`src/design/srcd_pkg.sv`:
```
`default_nettype none
package srcd_pkg;

  localparam int SRCD_MAX_STAGES = 4;
  localparam int STG_W = 3;
  localparam int PADDR_W = 3;
  localparam logic [7:0] BYTE_ONES = 8'd255;
  localparam logic [7:0] BYTE_ZEROS = 8'd0;
  localparam logic [STG_W-1:0] CHAIN_LEN_RST = 3'd4;

  typedef enum logic [2:0] {
    MODE_SET_PIN    = 3'd0,
    MODE_WRITE_BYTE = 3'd1,
    MODE_FILL_HIGH  = 3'd2,
    MODE_FILL_LOW   = 3'd3,
    MODE_READ_PIN   = 3'd4,
    MODE_REFRESH    = 3'd5
  } mode_t;

  localparam logic [1:0] KIND_BIT   = 2'd0;
  localparam logic [1:0] KIND_LATCH = 2'd1;
  localparam logic [1:0] KIND_READ  = 2'd2;

  localparam logic REG_CHAIN_LEN = 1'b0;

  typedef struct packed {
    logic [2:0] mode;
    logic [4:0] pin_index;
    logic       pin_value;
    logic [1:0] byte_index;
    logic [7:0] byte_value;
    logic       refresh;
  } in_item_t;

  typedef struct packed {
    logic [1:0] kind;
    logic       serial_bit;
    logic       pin_state;
    logic       last;
  } out_item_t;

  typedef struct packed {
    logic       shift;
    logic       wr_byte;
    logic [7:0] byte_val;
    logic       wr_bit;
    logic [2:0] bit_pos;
    logic       bit_val;
  } cell_ctrl_t;

  typedef enum logic [2:0] {
    ST_IDLE  = 3'b001,
    ST_SHIFT = 3'b010,
    ST_LATCH = 3'b100
  } state_t;

endpackage
`default_nettype wire

```
`src/design/srcd_cell.sv`:
```
`default_nettype none
module srcd_cell
  import srcd_pkg::*;
(
  input  wire logic       clk,
  input  wire logic       rst_n,
  input  wire cell_ctrl_t ctrl,
  input  wire logic       bit_in,
  output logic [7:0]      byte_out
);

  logic [7:0] img_r;
  logic [7:0] img_nxt;

  always_comb begin
    img_nxt = img_r;
    if (ctrl.shift) begin
      img_nxt = {img_r[6:0], bit_in};
    end else if (ctrl.wr_byte) begin
      img_nxt = ctrl.byte_val;
    end else if (ctrl.wr_bit) begin
      img_nxt[ctrl.bit_pos] = ctrl.bit_val;
    end
  end

  always_ff @(posedge clk) begin
    if (!rst_n) begin
      img_r <= BYTE_ZEROS;
    end else begin
      img_r <= img_nxt;
    end
  end

  assign byte_out = img_r;

endmodule
`default_nettype wire

```
`src/design/shift_register_chain_driver.sv`:
```
`default_nettype none
// Refresh, fill, or set/write with refresh: 8*n serial-bit results then one latch,
// first result registered through state_r and out_strobe_r, one result per cycle; busy in ST_SHIFT and ST_LATCH.
// Read pin: one result the cycle after start, next transaction taken at once.
// Set/write without refresh: written on acceptance, no result. Rate set by the one-bit-per-cycle
// rotation through the stage cells. Synchronous reset clears the image and sets n to 4.
module shift_register_chain_driver
  import srcd_pkg::*;
#(
  parameter int MAX_STAGES = SRCD_MAX_STAGES
) (
  input  wire logic               clk,
  input  wire logic               rst_n,
  input  wire logic               start,
  output logic                    busy,
  input  wire in_item_t           in_item,
  output logic                    out_strobe,
  output out_item_t               out_item,
  input  wire logic               psel,
  input  wire logic               penable,
  input  wire logic               pwrite,
  input  wire logic [PADDR_W-1:0] paddr,
  input  wire logic [31:0]        pwdata,
  output logic [31:0]             prdata,
  output logic                    pready
);

  localparam int CNT_W = $clog2(8 * MAX_STAGES + 1);

  state_t                 state_r, state_nxt;
  logic [CNT_W-1:0]       cnt_r, cnt_nxt;
  logic [STG_W-1:0]       chain_len_r;
  logic                   out_strobe_r, out_strobe_nxt;
  out_item_t              out_item_r, out_item_nxt;

  logic [7:0]             img [MAX_STAGES];
  cell_ctrl_t             ctrl [MAX_STAGES];
  logic                   cell_bit_in [MAX_STAGES];

  logic [STG_W-1:0]       n_eff;
  logic [STG_W-1:0]       pin_stage;
  logic [STG_W-1:0]       byte_stage;
  logic                   accept;
  logic                   pin_ok;
  logic                   is_fill;
  logic                   need_refresh;
  logic [7:0]             pin_byte;
  logic                   top_bit;
  logic                   shifting;

  assign n_eff = (chain_len_r > STG_W'(MAX_STAGES)) ? STG_W'(MAX_STAGES) : chain_len_r;
  assign pin_stage = STG_W'(in_item.pin_index[4:3]);
  assign byte_stage = STG_W'(in_item.byte_index);
  assign pin_ok = pin_stage < n_eff;
  assign accept = start && !busy;
  assign busy = (state_r != ST_IDLE);
  assign shifting = (state_r == ST_SHIFT);
  assign is_fill = (in_item.mode == MODE_FILL_HIGH) || (in_item.mode == MODE_FILL_LOW);
  assign need_refresh = is_fill || (in_item.mode == MODE_REFRESH)
                     || (((in_item.mode == MODE_SET_PIN) || (in_item.mode == MODE_WRITE_BYTE))
                         && in_item.refresh);

  always_comb begin
    pin_byte = BYTE_ZEROS;
    top_bit = 1'b0;
    for (int i = 0; i < MAX_STAGES; i++) begin
      if (pin_stage == STG_W'(i)) begin
        pin_byte = img[i];
      end
      if (n_eff == STG_W'(i + 1)) begin
        top_bit = img[i][7];
      end
    end
  end

  for (genvar g = 0; g < MAX_STAGES; g++) begin : g_cell
    if (g == 0) begin : g_first
      assign cell_bit_in[g] = top_bit;
    end else begin : g_rest
      assign cell_bit_in[g] = img[g-1][7];
    end

    always_comb begin
      ctrl[g].shift = shifting && (STG_W'(g) < n_eff);
      ctrl[g].wr_byte = accept && (STG_W'(g) < n_eff)
                     && (is_fill || ((in_item.mode == MODE_WRITE_BYTE)
                                     && (byte_stage == STG_W'(g))));
      ctrl[g].byte_val = (in_item.mode == MODE_FILL_HIGH) ? BYTE_ONES :
                         (in_item.mode == MODE_FILL_LOW) ? BYTE_ZEROS : in_item.byte_value;
      ctrl[g].wr_bit = accept && (in_item.mode == MODE_SET_PIN) && pin_ok
                    && (pin_stage == STG_W'(g));
      ctrl[g].bit_pos = in_item.pin_index[2:0];
      ctrl[g].bit_val = in_item.pin_value;
    end

    srcd_cell u_cell (
      .clk      (clk),
      .rst_n    (rst_n),
      .ctrl     (ctrl[g]),
      .bit_in   (cell_bit_in[g]),
      .byte_out (img[g])
    );
  end

  always_comb begin
    state_nxt = state_r;
    cnt_nxt = cnt_r;
    out_strobe_nxt = 1'b0;
    out_item_nxt = out_item_r;
    unique case (state_r)
      ST_IDLE: begin
        if (accept) begin
          if (in_item.mode == MODE_READ_PIN) begin
            out_strobe_nxt = 1'b1;
            out_item_nxt.kind = KIND_READ;
            out_item_nxt.serial_bit = 1'b0;
            out_item_nxt.pin_state = pin_ok && pin_byte[in_item.pin_index[2:0]];
            out_item_nxt.last = 1'b1;
          end else if (need_refresh) begin
            cnt_nxt = CNT_W'({n_eff, 3'b000});
            state_nxt = (n_eff == '0) ? ST_LATCH : ST_SHIFT;
          end
        end
      end
      ST_SHIFT: begin
        out_strobe_nxt = 1'b1;
        out_item_nxt.kind = KIND_BIT;
        out_item_nxt.serial_bit = top_bit;
        out_item_nxt.pin_state = 1'b0;
        out_item_nxt.last = 1'b0;
        cnt_nxt = cnt_r - CNT_W'(1);
        if (cnt_r == CNT_W'(1)) begin
          state_nxt = ST_LATCH;
        end
      end
      ST_LATCH: begin
        out_strobe_nxt = 1'b1;
        out_item_nxt.kind = KIND_LATCH;
        out_item_nxt.serial_bit = 1'b0;
        out_item_nxt.pin_state = 1'b0;
        out_item_nxt.last = 1'b1;
        state_nxt = ST_IDLE;
      end
      default: begin
        state_nxt = ST_IDLE;
      end
    endcase
  end

  always_ff @(posedge clk) begin
    if (!rst_n) begin
      state_r <= ST_IDLE;
      cnt_r <= '0;
      out_strobe_r <= 1'b0;
      chain_len_r <= CHAIN_LEN_RST;
    end else begin
      state_r <= state_nxt;
      cnt_r <= cnt_nxt;
      out_strobe_r <= out_strobe_nxt;
      if (psel && penable && pwrite && (paddr[2] == REG_CHAIN_LEN)) begin
        chain_len_r <= pwdata[STG_W-1:0];
      end
    end
  end

  always_ff @(posedge clk) begin
    out_item_r <= out_item_nxt;
  end

  assign out_strobe = out_strobe_r;
  assign out_item = out_item_r;
  assign pready = 1'b1;
  assign prdata = (paddr[2] == REG_CHAIN_LEN) ? {{(32 - STG_W){1'b0}}, chain_len_r} : 32'd0;

endmodule
`default_nettype wire
```
`config.mk`:
```
export PLATFORM = sky130hd
export DESIGN_NAME = shift_register_chain_driver
export DESIGN_NICKNAME = d
export VERILOG_FILES = /design/src/design/srcd_pkg.sv /design/src/design/srcd_cell.sv /design/src/design/shift_register_chain_driver.sv
export SDC_FILE = /design/constraint.sdc
export NUM_CORES = 1
export LEC_CHECK = 0
export ABC_AREA = 0
export CAP_MARGIN = 20
export CELL_PAD_IN_SITES_DETAIL_PLACEMENT = 1
export CELL_PAD_IN_SITES_GLOBAL_PLACEMENT = 2
export CORE_MARGIN = 2
export CORE_UTILIZATION = 37
export DETAILED_ROUTE_END_ITERATION = 6
export DONT_BUFFER_PORTS = 1
export PLACE_DENSITY_LB_ADDON = 0.1
export SLEW_MARGIN = 40
export SYNTH_ARGS = -nofsm -noshare
export SYNTH_HDL_FRONTEND = slang
export SYNTH_SLANG_ARGS = --single-unit
```
`constraint.sdc`:
```
create_clock -name clk -period 2.5 [get_ports clk]
set_clock_uncertainty 0.15 [all_clocks]
set_input_delay 0.125 -clock clk [delete_from_list [all_inputs] [get_ports clk]]
set_output_delay 0.125 -clock clk [all_outputs]
set_load 0.01 [all_outputs]
```
# Word level (Yosys, flattened, before mapping)
# Index checks and enable logic that the tools add are counted.
totals:
  elab_cells: 147
  reg_bits: 50
  out_inout_bits: 40
  in_bits: 61
classes:
  mux: 48
  magnitude_cmp: 8
  n_eq_ne: 25
  n_bitwise: 1
  addsub: 1
  n_reduce_logical: 52
ops:
  columns: ["operator", "n"]
  rows:
  - ["two-way mux 8 bit", 18]
  - ["bitwise mux 8 bit", 4]
  - ["logical AND 1 bit", 29]
  - ["two-way mux 3 bit", 7]
  - ["two-way mux 6 bit", 3]
  - ["== test 3 x 2 -> 1 bit, second input constant", 5]
  - ["case mux 5 bit (3 select lines)", 1]
  - ["nonzero test 3 bit", 5]
  - ["== test 3 bit, second input constant", 4]
  - ["logical NOT 3 bit", 4]
  - ["case mux 6 bit (2 select lines)", 1]
  - ["two-way mux 5 bit", 2]
  - ["== test 3 x 1 -> 1 bit, second input constant", 3]
  - ["== test 2 bit, second input constant", 4]
  - ["logical OR 1 bit", 8]
  - ["two-way mux 1 bit", 8]
  - ["inequality test 2 bit, second input constant", 4]
  - ["AND reduction 4 bit", 2]
  - ["== test 6 x 1 -> 1 bit, second input constant", 1]
  - ["less-than comparator 1 x 3 -> 1 bit, first input constant", 2]
  - ["less-than comparator 2 x 3 -> 1 bit, first input constant", 2]
  - ["case mux 3 bit (2 select lines)", 1]
  - ["subtractor 6 x 1 -> 6 bit, second input constant", 1]
  - ["== test 2 x 1 -> 1 bit, second input constant", 2]
  - ["other kinds (14)", 14]

# Longest topological paths before layout
# Gate-level depths: netlist of run 1.
logic_depth:
  ltp_word: 11
  ltp_mapped: 7
  ltp_nobuf: 6

# Hierarchy
# From an unflattened synthesis of run 1, not the netlist that was laid out.
unflattened:
  hier_cells: 460
  hier_area_um2: 4121.5
modules_own_cells:
  columns: ["mod", "seq_area_each_um2", "area_per_inst_um2", "cells_per_inst", "instances"]
  rows:
  - ["srcd_cell", 160.2, 604.3, 67, 4]
  - ["shift_register_chain_driver", 410.4, 1704.1, 192, 1]

# Worst setup path after synthesis of run 1
# OpenSTA, ideal clock, no wires.
synth_timing:
  kind: "register to register"
  start: "register state_r[2]"
  end: "register g_cell[3].u_cell.img_r[5]"
  setup_ps: 71
  path_slack_ps: 363
  n_path_buf: 1
  synth_period_minus_slack_ps: 2137
  path_stages_with_launch: 7
  required_ps: 2279
  arrival_ps: 1917
  path_cell_list: "dfxtp_1 -> nand4bb_1 -> clkbuf_8 -> nor4_4 -> mux2_2 -> a211o_1 -> a21oi_1"
synth_via:
  elab_chain_cells: 7
  elab_cells_between_ends: 13
  classes_between: "eq/ne (2); mux (2); reduce/logical (9)"
synth_lines:
  columns: ["item", "line_no", "text"]
  rows:
  - ["from (decl)", "shift_register_chain_driver.sv:30", "state_t state_r, state_nxt;"]
  - ["from (signal assigned)", "shift_register_chain_driver.sv:157", "state_r <= state_nxt;"]
  - ["inequality test 3 x 1 -> 1 bit", "shift_register_chain_driver.sv:56", "assign busy = (state_r != ST_IDLE);"]
  - ["logical NOT 1 bit", "shift_register_chain_driver.sv:55", "assign accept = start && !busy;"]
  - ["logical AND 1 bit", "shift_register_chain_driver.sv:55", null]
  - ["logical AND 1 bit (on tied branches)", "shift_register_chain_driver.sv:85, shift_register_chain_driver.sv:90", null]
  - ["logical AND 1 bit (on tied branches)", "shift_register_chain_driver.sv:86, shift_register_chain_driver.sv:90", null]
  - ["two-way mux 8 bit or logical AND 1 bit (tied branches)", "srcd_cell.sv:19, shift_register_chain_driver.sv:91", null]
  - ["two-way mux 8 bit or nonzero test 3 bit (tied branches)", null, null]
  - ["to (signal assigned)", "srcd_cell.sv:30", "img_r <= img_nxt;"]
  - ["to (decl)", "srcd_cell.sv:12", "logic [7:0] img_r;"]
# Parallel ways exist; a longest one is shown, timed or not.
# A chain may end at the register's enable or synchronous reset.

# Final worst setup path of run 1
layout_timing:
  start: "register state_r[2]"
  end: "register g_cell[0].u_cell.img_r[0]"
layout_via:
  elab_chain_cells: 7
  elab_cells_between_ends: 13
  classes_between: "eq/ne (2); mux (2); reduce/logical (9)"
layout_lines:
  columns: ["item", "line_no"]
  rows:
  - ["inequality test 3 x 1 -> 1 bit", "shift_register_chain_driver.sv:56"]
  - ["logical NOT 1 bit", "shift_register_chain_driver.sv:55"]
  - ["logical AND 1 bit", "shift_register_chain_driver.sv:55"]
  - ["logical AND 1 bit (on tied branches)", "shift_register_chain_driver.sv:85, shift_register_chain_driver.sv:90"]
  - ["logical AND 1 bit (on tied branches)", "shift_register_chain_driver.sv:86, shift_register_chain_driver.sv:90"]
  - ["two-way mux 8 bit or logical AND 1 bit (tied branches)", "srcd_cell.sv:19, shift_register_chain_driver.sv:91"]
  - ["two-way mux 8 bit or nonzero test 3 bit (tied branches)", null]
  - ["to (signal assigned)", "srcd_cell.sv:30"]
  - ["to (decl)", "srcd_cell.sv:12"]
# Parallel ways exist; a longest one is shown, timed or not.

==> metrics.txt, run 1 <==
Switch Pwr=0.000640 W; CTS sink cnt=50; Initial Utilization=0.376; Worst Tran Pin Value=0.868 ns; Synth Flop Type=dfxtp_1; total wire length=15,800 um; H-Tree Depth=2; kind of critical path=reg -> reg; relative slew slack=0.413; maximum fanout along the worst path=18; nets=596; leakage power=1.46 nW; Clock Power Share=0.350; fmax=422 MHz; routability congestion estimate from global placement=0.891; Max clock buf depth=2; cell total after placement=660; residual DRC count=0; Comb pwr share=0.218; library cells used by synthesis=76; antenna viol nets, final=0; Hold WC Path Type=in -> reg; Tcrit/Tclk final=0.947; Wirelength per Cell=23.3 um; vias in the first global route=4,179; core box area=11,300 um2; Yosys reg bits=50; CTS Buf Count=5; CTS tree=yes; post-CTS setup buffer count=0; number of port buffers=0; number of iterations in the first detailed-routing pass=5; post-synthesis cell area=4240 um2; io pins=101; clk root buf=clkbuf_16; die width=111 um; Setup-failing EPs final=0; Worst Setup End Kind=flip-flop; yosys warns=0; worst vdd ir=0.207 mV; Slew Limit Fails=0; largest net degree at the start of global routing=31; MaxCap Viol Count=0; Reg area=1050 um2; Initial DRC Count=409; first-pass GRT wire length=24,900 um; Post-synth EDFFs=5; area of the multi-input gates=2800 um2; run status=completed; Via density=6.27; Tmin final=2.37 ns; Die Ht=111 um; switch share=0.318; CP Launch Type=flip-flop; row count=39; TNS Setup=0 ns; final global-route overflow total=0; P_int=0.00137 W; Finished Layout Cells=677; register area share after synthesis=0.248; CP arrival=2.41 ns; Hold Vio Cnt, Final=0; P&R area growth vs syn=4.61%; Vias=4,243; RSZ-0062 raised after global routing=no; Gate Count Post-Synth=545; GRT Total Usage=0.257; ant diodes=0; Critical Path RT=2.54 ns; total power per unit cell area=454 nW/um2; Die ar.=12,300 um2; DP Wirelength=11,600 um; number of fill cells=1,382; Syn Area/Cell=7.77 um2; ys async rst share=0; Seq pwr share=0.432; share of post-route cells with drive strength above 1=0.107; antenna violations before repair=0; worst skew pair latency=0.31 ns; Worst-path clk slew=0.07 ns
==> routing by layer <==
metal,vias up,part of all wire,global-route usage,wire [um]
met4,0,0.022,0.0892,350
met5,-,0,0,0
met1,2105,0.47,0.370,7390
met3,21,0.057,0.0295,906
met2,141,0.45,0.396,7140
li1,1976,-,-,-
==> area by class of cell <==
cell class                 count  area share
sequential                    50       0.237
clock buffer                   8      0.0308
inverter                      15      0.0127
timing repair buffer          25      0.0463
tap                          143      0.0404
multi-input combinational    436       0.633
==> registers in the layout (all words and copies together) (netlist names) <==
register                cells
state_r                     3
out_strobe                  1
g_cell.u_cell.byte_out     32
cnt_r                       6
chain_len_r                 3
out_item                    5
==> worst paths after layout <==
path / from / endpoint / slack, ns / cells after the start
max: state_r[2]$_SDFFE_PN0P_ / g_cell[0].u_cell.byte_out[0]$_SDFFE_PN0P_ / 0.13 / 6
min: in_item[12] / g_cell[0].u_cell.byte_out[4]$_SDFFE_PN0P_ / 0.03 / 3
max reg2reg: state_r[2]$_SDFFE_PN0P_ / g_cell[0].u_cell.byte_out[0]$_SDFFE_PN0P_ / 0.13 / 6
min reg2reg: g_cell[3].u_cell.byte_out[4]$_SDFFE_PN0P_ / g_cell[3].u_cell.byte_out[4]$_SDFFE_PN0P_ / 0.33 / 2
==> critical path: stages, from the launching register on <==
cell and delay, ns:
dfxtp_1 0.37, nand4bb_1 0.22, buf_4 0.25, a211o_1 0.49, or3_2 0.47, a21oi_1 0.18, o41ai_2 0.10
==> synthesized netlist by cell type (3+ instances only) <==
cell type,number,share of area
buf_6,3,0.0080
dfxtp_1,45,0.21
nor2b_1,7,0.010
o32ai_1,9,0.019
nor3b_1,4,0.0071
mux2i_1,16,0.038
buf_1,5,0.0044
nor3_1,24,0.028
o211ai_1,8,0.014
nand3_1,16,0.019
a22oi_1,16,0.028
a21oi_1,39,0.046
nor2_1,63,0.056
a21o_1,3,0.0053
edfxtp_1,5,0.035
o221ai_1,21,0.043
and2_1,3,0.0044
buf_4,32,0.057
a211o_1,7,0.014
clkbuf_8,3,0.0097
mux2_2,8,0.021
clkbuf_1,21,0.019
a311oi_1,10,0.021
o21ai_0,19,0.022
or3_1,6,0.0089
a31oi_1,6,0.0089
inv_1,13,0.012
buf_2,8,0.0095
nand3b_1,9,0.016
nand2b_1,7,0.010
a211oi_1,6,0.011
nand2_1,41,0.036
a2bb2oi_1,5,0.010
==> cells by family (layout without fill, tap and decap cells) <==
| kind of cell | Yosys count | in the layout | synth area share |
|---|---|---|---|
| compound gates | 171 | 171 | 0.303 |
| xor+xnor | 2 | 2 | 0.00414 |
| fa+ha+maj | 3 | 3 | 0.00827 |
| buf+inv | 87 | 48 | 0.120 |
| flops | 50 | 50 | 0.248 |
| mux | 24 | 24 | 0.0591 |
| other cells | 2 | 30 | 0.00177 |
| simple gates | 206 | 206 | 0.255 |
==> cell usage in the layout, fill, tap and decap left out, drive strengths merged, types with 6 or more instances in the layout <==
| cell | n |
|---|---|
| inv | 15 |
| o221ai | 21 |
| conb | 30 |
| o21ai | 20 |
| nand2b | 7 |
| dfxtp | 45 |
| a21oi | 41 |
| o32ai | 9 |
| buf | 17 |
| nand2 | 41 |
| or3 | 7 |
| a311oi | 10 |
| a211o | 7 |
| nor3 | 25 |
| nor2 | 63 |
| a211oi | 6 |
| dlygate4sd3 | 8 |
| o211ai | 8 |
| clkbuf | 8 |
| a31oi | 6 |
| nor2b | 7 |
| a22oi | 16 |
| mux2i | 16 |
| nand3b | 9 |
| nand3 | 16 |
| mux2 | 8 |
==> metrics by stage <==
stage,hold WS (ns),util,instance area [um2],setup WS (ns),total power (W)
after CTS,0.0206,0.392,4420,0.142,0.00202
after global routing,0.0541,0.393,4430,0.0206,0.00210
final,0.0333,0.393,4430,0.132,0.00201
after detailed placement,0.0544,0.372,4200,0.166,0.00129
after global placement,0.0475,0.372,4200,0.213,0.00129
after floorplan,0.119,-,4340,0.363,0.00125
==> power groups by stage <==
| stage | clock, W | combinational [W] | sequential [W] |
|---|---|---|---|
| after floorplan | 0 | 0.000376 | 0.000872 |
| after global placement | 0 | 0.000403 | 0.000885 |
| after detailed placement | 0 | 0.000409 | 0.000886 |
| after CTS | 0.000721 | 0.000431 | 0.000867 |
| after global routing | 0.000752 | 0.000478 | 0.000871 |
| final | 0.000704 | 0.000439 | 0.000868 |
==> what timing repair did <==
action | in CTS | in global routing
hold buffers | 9 | 0
hold endpoints to repair | 25 | 0
gates resized for setup | 0 | 2
endpoints found under the setup margin | 0 | 4
Note: power is estimated with default switching activity, not from simulation.
==> run 2, diff against run 1 <==
--- a/config.mk
+++ b/config.mk
@@ -7,13 +7,10 @@
 export LEC_CHECK = 0
 export ABC_AREA = 0
 export CAP_MARGIN = 20
-export CELL_PAD_IN_SITES_DETAIL_PLACEMENT = 1
-export CELL_PAD_IN_SITES_GLOBAL_PLACEMENT = 2
 export CORE_MARGIN = 2
-export CORE_UTILIZATION = 37
+export CORE_UTILIZATION = 33
 export DETAILED_ROUTE_END_ITERATION = 6
 export DONT_BUFFER_PORTS = 1
-export PLACE_DENSITY_LB_ADDON = 0.1
 export SLEW_MARGIN = 40
 export SYNTH_ARGS = -nofsm -noshare
 export SYNTH_HDL_FRONTEND = slang
==> run 2 against run 1 <==
Effect of this change: utilization shrank 3.6 points; sequential share of layout area shrank 0.28 points; critical path depth is the same; first-iteration DRC count grew 11%; routed wire length shrank 12%; global-route usage shrank 5.3 points; sequential power shrank 0.5%; total power is essentially flat; largest cell class unchanged; die area grew 12%; design area grew 1.2%; highest routed layer unchanged; combinational power shrank 2%; cell count grew 4.3%.
==> metrics.txt, run 2 (synthesis results as in run 1) <==
run status=completed; TNS Setup=0 ns (unchanged); number of fill cells=1,349 (-2.4%); Worst Tran Pin Value=0.774 ns (-0.0934 ns); Reg area=1050 um2 (unchanged); kind of critical path=reg -> reg; r2r setup slk=0.18 ns (+0.05 ns); Slew Limit Fails=0 (unchanged); Initial Utilization=0.337 (-0.0388); fmax=431 MHz (+2.2%); largest net degree at the start of global routing=35 (+13%); Critical Path RT=2.53 ns (about the same); cell depth of the worst hold path=3 (unchanged); share of post-route cells with drive strength above 1=0.114 (+0.00749); clk root buf=clkbuf_16; CTS sink cnt=50 (unchanged); Largest stage delay, worst path=0.47 ns (-0.02 ns); sink of the worst hold path=g_cell[0].u_cell.byte_out[7]$_SDFFE_PN0P_; final global-route overflow total=0 (unchanged); Hold WC Path Type=in -> reg; Die Ht=117 um (+5.7%); reg-to-reg startpoint=state_r[2]$_SDFFE_PN0P_; worst vdd ir=0.229 mV (+11%); io pins=101 (unchanged); die width=117 um (+5.7%); P&R area growth vs syn=5.88%; total power per unit cell area=448 nW/um2 (-1.2%); Tcrit/Tclk final=0.927 (-0.0201); Hold Vio Cnt, Final=0 (unchanged); Worst-path clk slew=0.08 ns (about the same); GRT Total Usage=0.204 (-0.0528); post-CTS setup buffer count=0 (unchanged); number of port buffers=0 (unchanged); MaxCap Viol Count=0 (unchanged); Max clock buf depth=2 (unchanged); Vias=4,211 (-0.75%); row count=41 (+5.1%); Largest register FFs=32 (unchanged); total wire length=13,900 um (-12%); R2R cell count=6 (unchanged); most frequent cells in the layout=63 x nor2_1, 45 x dfxtp_1, 41 x nand2_1, 39 x a21oi_1, 30 x conb_1; Initial DRC Count=453 (+11%); CP Launch Type=flip-flop; RSZ-0062 raised after global routing=no; Tmin final=2.32 ns (-0.0502 ns); maximum fanout along the worst path=18 (unchanged); Via density=5.96 (-4.8%); routability congestion estimate from global placement=0.934 (+4.8%); DP Wirelength=10,300 um (-11%); ant diodes=0 (unchanged); CTS tree=yes; critical-path cell list=nand4bb_1, buf_12, a211o_1, or3_2, a21oi_1, o41ai_2; Setup-failing EPs final=0 (unchanged); critical path's slowest cell=or3_2; worst skew pair latency=0.30 ns (about the same); nets=596 (unchanged); hold path start=in_item[15]; CTS Buf Count=5 (unchanged); commonest non-fill, non-tap cell in the layout=nor2_1; Worst Setup End Kind=flip-flop; area of the multi-input gates=2790 um2 (-0.40%); first-pass GRT wire length=21,600 um (-13%); Die ar.=13,800 um2 (+12%); antenna violations before repair=0 (unchanged); core box area=12,600 um2 (+11%); antenna viol nets, final=0 (unchanged); vias in the first global route=3,891 (-6.9%); Wirelength per Cell=19.7 um (-15%); Final Power=0.00201 W (about the same); post_cts resized=0 (unchanged); residual DRC count=0 (unchanged); relative slew slack=0.476 (+0.0631); H-Tree Depth=2 (unchanged); CP arrival=2.35 ns (-0.06 ns); leakage power=1.48 nW (+1.3%); FF-to-FF End=g_cell[0].u_cell.byte_out[0]$_SDFFE_PN0P_; number of iterations in the first detailed-routing pass=6 (+1); CTS Hold Buffers Added=6 (-3)
[run 2: layout make-up]
type,count,share of cell area
Inverter,15,0.0126
Timing Repair Buffer,25,0.0497
Clock buffer,7,0.0318
Clock inverter,1,0.00112
Tap cell,172,0.0480
Multi-Input combinational cell,436,0.622
Sequential cell,50,0.234
[run 2: report_power, final]
part / leakage (nW) / internal [W] / switching (W)
Sequential: 0.409 / 0.000836 / 0.0000277
Clock: 0.0739 / 0.000398 / 0.000318
Combinational: 0.992 / 0.000165 / 0.000265
Total: 1.48 / 0.00140 / 0.000611
[run 2: per-stage QoR]
step | cell area, um2 | setup slack, ns | hold slack (ns) | util | instances
after floorplan | 4340 | 0.363 | 0.119 | - | 573
after global placement | 4280 | 0.231 | 0.0473 | 0.341 | 692
after detailed placement | 4280 | 0.192 | 0.0474 | 0.341 | 692
after CTS | 4490 | 0.185 | 0.00443 | 0.357 | 706
after global routing | 4480 | 0.0418 | 0.0229 | 0.357 | 706
final | 4480 | 0.182 | 0.00159 | 0.357 | 706
[run 2: worst max path at each step]
stage,from,end,slack [ns],depth (start not counted)
global placement,chain_len_r[2]$_SDFFE_PN1P_,g_cell[3].u_cell.byte_out[2]$_SDFFE_PN0P_,0.23,6
CTS,state_r[2]$_SDFFE_PN0P_,g_cell[0].u_cell.byte_out[0]$_SDFFE_PN0P_,0.19,6
floorplan,state_r[2]$_SDFFE_PN0P_,g_cell[3].u_cell.byte_out[5]$_SDFFE_PN0P_,0.36,6
finish,state_r[2]$_SDFFE_PN0P_,g_cell[0].u_cell.byte_out[0]$_SDFFE_PN0P_,0.18,6
global route,chain_len_r[2]$_SDFFE_PN1P_,g_cell[3].u_cell.byte_out[6]$_SDFFE_PN0P_,0.04,6
detailed placement,state_r[2]$_SDFFE_PN0P_,g_cell[0].u_cell.byte_out[0]$_SDFFE_PN0P_,0.19,6
[run 2: worst max-delay path: cells and delay by family (launching register included)]
family | cells | cell delay, ns
DFF | 1 | 0.37
buffers and inverters | 1 | 0.20
and+or+nand+nor | 2 | 0.74
AOI/OAI and AO/OA | 3 | 0.74
[run 2: per-layer routing]
layer	global-route usage	part of all wire	vias up
li1	-	-	1962
met1	0.268	0.42	2021
met2	0.341	0.47	203
met3	0.0319	0.082	25
met4	0.0659	0.024	0
met5	0	0	-
==> run 3, diff against run 2 <==
--- a/config.mk
+++ b/config.mk
@@ -14,4 +14,5 @@
 export SLEW_MARGIN = 40
 export SYNTH_ARGS = -nofsm -noshare
 export SYNTH_HDL_FRONTEND = slang
+export SYNTH_HIERARCHICAL = 1
 export SYNTH_SLANG_ARGS = --single-unit
==> run 3 against run 2 <==
Effect of this change: synthesized cell count shrank 16%; routed wire length shrank 9.7%; fmax shrank 2.2%.
==> metrics.txt, run 3 <==
Gate Count Post-Synth=460 (-16%); Critical Path RT=2.55 ns (+0.02 ns); largest net degree at the start of global routing=75 (+110%); kind of critical path=reg -> reg; Setup-failing EPs final=0 (unchanged); yosys warns=6 (+6); Vias=3,921 (-6.9%); post-CTS setup buffer count=0 (unchanged); CP arrival=2.42 ns (+0.07 ns); Switch Pwr=0.000591 W (-3.3%); nets=529 (-11%); Via density=6.17 (+3.5%); Largest register FFs=32 (unchanged); Slew Limit Fails=0 (unchanged); library cells used by synthesis=63 (-17%); Tcrit/Tclk final=0.948 (+0.0206); area leader, netlist=dfxtp_1; TNS Setup=0 ns (unchanged); antenna violations before repair=0 (unchanged); switch share=0.288 (-0.0160); Finished Layout Cells=635 (-10%); Clock Power Share=0.384 (+0.028); P_int=0.00146 W (+4.4%); maximum fanout along the worst path=6 (-12); ant diodes=0 (unchanged); Initial Utilization=0.340 (+0.00331); FF-to-FF End=g_cell[2].u_cell/byte_out[2]$_SDFFE_PN0P_; cell total after placement=617 (-11%); core box area=12,100 um2 (-3.6%); run status=completed; P&R area growth vs syn=8.47%; Seq pwr share=0.414 (-0.016); Synth Flop Type=dfxtp_1; MaxCap Viol Count=0 (unchanged); final global-route overflow total=0 (unchanged); worst skew pair latency=0.29 ns (about the same); die width=116 um (-1.3%); fmax=422 MHz (-2.2%); reg-to-reg startpoint=state_r[2]$_SDFFE_PN0P_; commonest non-fill, non-tap cell in the layout=dfxtp_1; residual DRC count=0 (unchanged); ys async rst share=0 (unchanged); count leader, synth=dfxtp_1; CTS sink cnt=50 (unchanged); antenna viol nets, final=0 (unchanged); relative slew slack=0.433 (-0.0431); Worst-path clk slew=0.07 ns (about the same); DP Wirelength=8420 um (-18%); synth cell count leaders=45 x dfxtp_1, 34 x buf_4, 32 x a221oi_1, 27 x o21ai_0; Initial DRC Count=471 (+4.0%); Post-synth EDFFs=5 (unchanged); register area share after synthesis=0.255 (+0.00686); routability congestion estimate from global placement=0.899 (-3.8%); number of iterations in the first detailed-routing pass=5 (-1); Die ar.=13,400 um2 (-2.6%); io pins=101 (unchanged); r2r setup slk=0.13 ns (-0.05 ns); Synth top area share=0.219 (+0.00588); RSZ-0062 raised after global routing=no; Hold Vio Cnt, Final=0 (unchanged); worst vdd ir=0.237 mV (+3.6%); Syn Area/Cell=8.96 um2 (+15%); Comb pwr share=0.202 (-0.012); total power per unit cell area=459 nW/um2 (+2.4%); Tmin final=2.37 ns (+0.0515 ns); total wire length=12,600 um (-9.7%); Wirelength per Cell=19.8 um (+0.41%); main area contributors after synthesis=dfxtp_1 22%, a221oi_1 6.8%, buf_4 6.2%; number of port buffers=0 (unchanged); Worst Tran Pin Value=0.847 ns (+0.0727 ns); Yosys reg bits=50 (unchanged); row count=40 (-2.4%); CTS Buf Count=5 (unchanged); GRT Total Usage=0.186 (-0.0178); CP Launch Type=flip-flop; clk root buf=clkbuf_16; post-synthesis cell area=4120 um2 (-2.7%); H-Tree Depth=2 (unchanged); leakage power=1.53 nW (+3.6%); end point of the critical path=g_cell[2].u_cell/byte_out[2]$_SDFFE_PN0P_; Max clock buf depth=2 (unchanged); vias in the first global route=3,468 (-11%); Worst Setup End Kind=flip-flop; share of post-route cells with drive strength above 1=0.146 (+0.0314); first-pass GRT wire length=19,300 um (-11%); R2R cell count=8 (+2); most frequent cells in the layout=45 x dfxtp_1, 32 x a221oi_1, 30 x conb_1, 27 x o21ai_0; number of fill cells=1,268 (-6.0%); Hold WC Path Type=in -> reg; crit path from=state_r[2]$_SDFFE_PN0P_; Die Ht=116 um (-1.3%); CTS tree=yes
-- run 3: cell count changes in the layout (fill, tap and decap cells not counted), sizes merged, moves of 17 or more --
| cell | delta |
|---|---|
| a21oi | -35 |
| a221oi | +31 |
| nor2 | -39 |
| nor3 | -17 |
| o2111ai | +22 |
| o31ai | +22 |
-- run 3: timing repair --
item,CTS,global route
endpoints found under the setup margin,0,3
gates resized for setup,0,1
hold endpoints to repair,45,0
hold buffers,10,0
-- run 3: area by class of cell --
| cell class | instances | area, um2 | share of cell area |
|---|---|---|---|
| flip-flops and latches | 50 | 1050 | 0.235 |
| clock inverters | 3 | 40.0 | 0.00896 |
| clock buffers | 5 | 125 | 0.0280 |
| inverters | 14 | 52.6 | 0.0118 |
| multi-input cells | 365 | 2730 | 0.610 |
| well taps | 168 | 210 | 0.0470 |
| repair buffers | 30 | 263 | 0.0588 |
-- run 3: worst min-delay path by stage --
stage | start | end | slack, ns | cells past startpoint
floorplan | pwdata[2] | chain_len_r[2]$_SDFFE_PN1P_ | 0.12 | 2
global placement | rst_n | chain_len_r[2]$_SDFFE_PN1P_ | 0.06 | 1
detailed placement | rst_n | chain_len_r[2]$_SDFFE_PN1P_ | 0.05 | 1
CTS | in_item[13] | g_cell[2].u_cell/byte_out[7]$_SDFFE_PN0P_ | 0.0002 | 3
global route | in_item[14] | g_cell[3].u_cell/byte_out[3]$_SDFFE_PN0P_ | 0.03 | 3
finish | in_item[13] | g_cell[2].u_cell/byte_out[4]$_SDFFE_PN0P_ | 0.01 | 3
-- run 3: cell families after synthesis --
family / count (synthesis) / synth area share
AO/OA/AOI/OAI: 182 / 0.334
XOR/XNOR: 3 / 0.00638
adder cells (fa/ha/maj): 3 / 0.00850
buffers and inverters: 73 / 0.112
flip-flops: 50 / 0.255
multiplexers: 16 / 0.0662
other: 2 / 0.00182
AND/OR/NAND/NOR: 131 / 0.216
-- run 3: critical path: stages (launching register included) --
cell	delay, ns
dfxtp_1	0.36
nand4bb_1	0.36
nor2_1	0.24
o2111ai_1	0.19
nor2_1	0.27
buf_4	0.20
nand2b_4	0.08
o21a_1	0.19
o31ai_1	0.23
-- run 3: per-stage QoR --
| stage | total power, W | instance area [um2] | worst slack (ns) | hold WS (ns) | utilization |
|---|---|---|---|---|---|
| after floorplan | 0.00121 | 4230 | 0.242 | 0.124 | - |
| after global placement | 0.00122 | 4190 | 0.274 | 0.0562 | 0.346 |
| after detailed placement | 0.00123 | 4190 | 0.222 | 0.0547 | 0.346 |
| after CTS | 0.00206 | 4470 | 0.192 | 0.000223 | 0.369 |
| after global routing | 0.00214 | 4470 | 0.00496 | 0.0260 | 0.369 |
| final | 0.00205 | 4470 | 0.130 | 0.0116 | 0.369 |
-- run 3: layer usage --
| layer | vias to the layer above | wire (um) | GRT usage |
|---|---|---|---|
| li1 | 1800 | - | - |
| met1 | 1888 | 5230 | 0.241 |
| met4 | 0 | 338 | 0.0706 |
| met2 | 201 | 5940 | 0.306 |
| met5 | - | 0 | 0 |
| met3 | 32 | 1090 | 0.0377 |
-- run 3: power by group through the flow --
stage                     combinational (W)  sequential, W  clock [W]
after floorplan                    0.000348       0.000862          0
after global placement             0.000352       0.000867          0
after detailed placement           0.000360       0.000867          0
after CTS                          0.000408       0.000848   0.000805
after global routing               0.000447       0.000852   0.000837
final                              0.000416       0.000849   0.000788
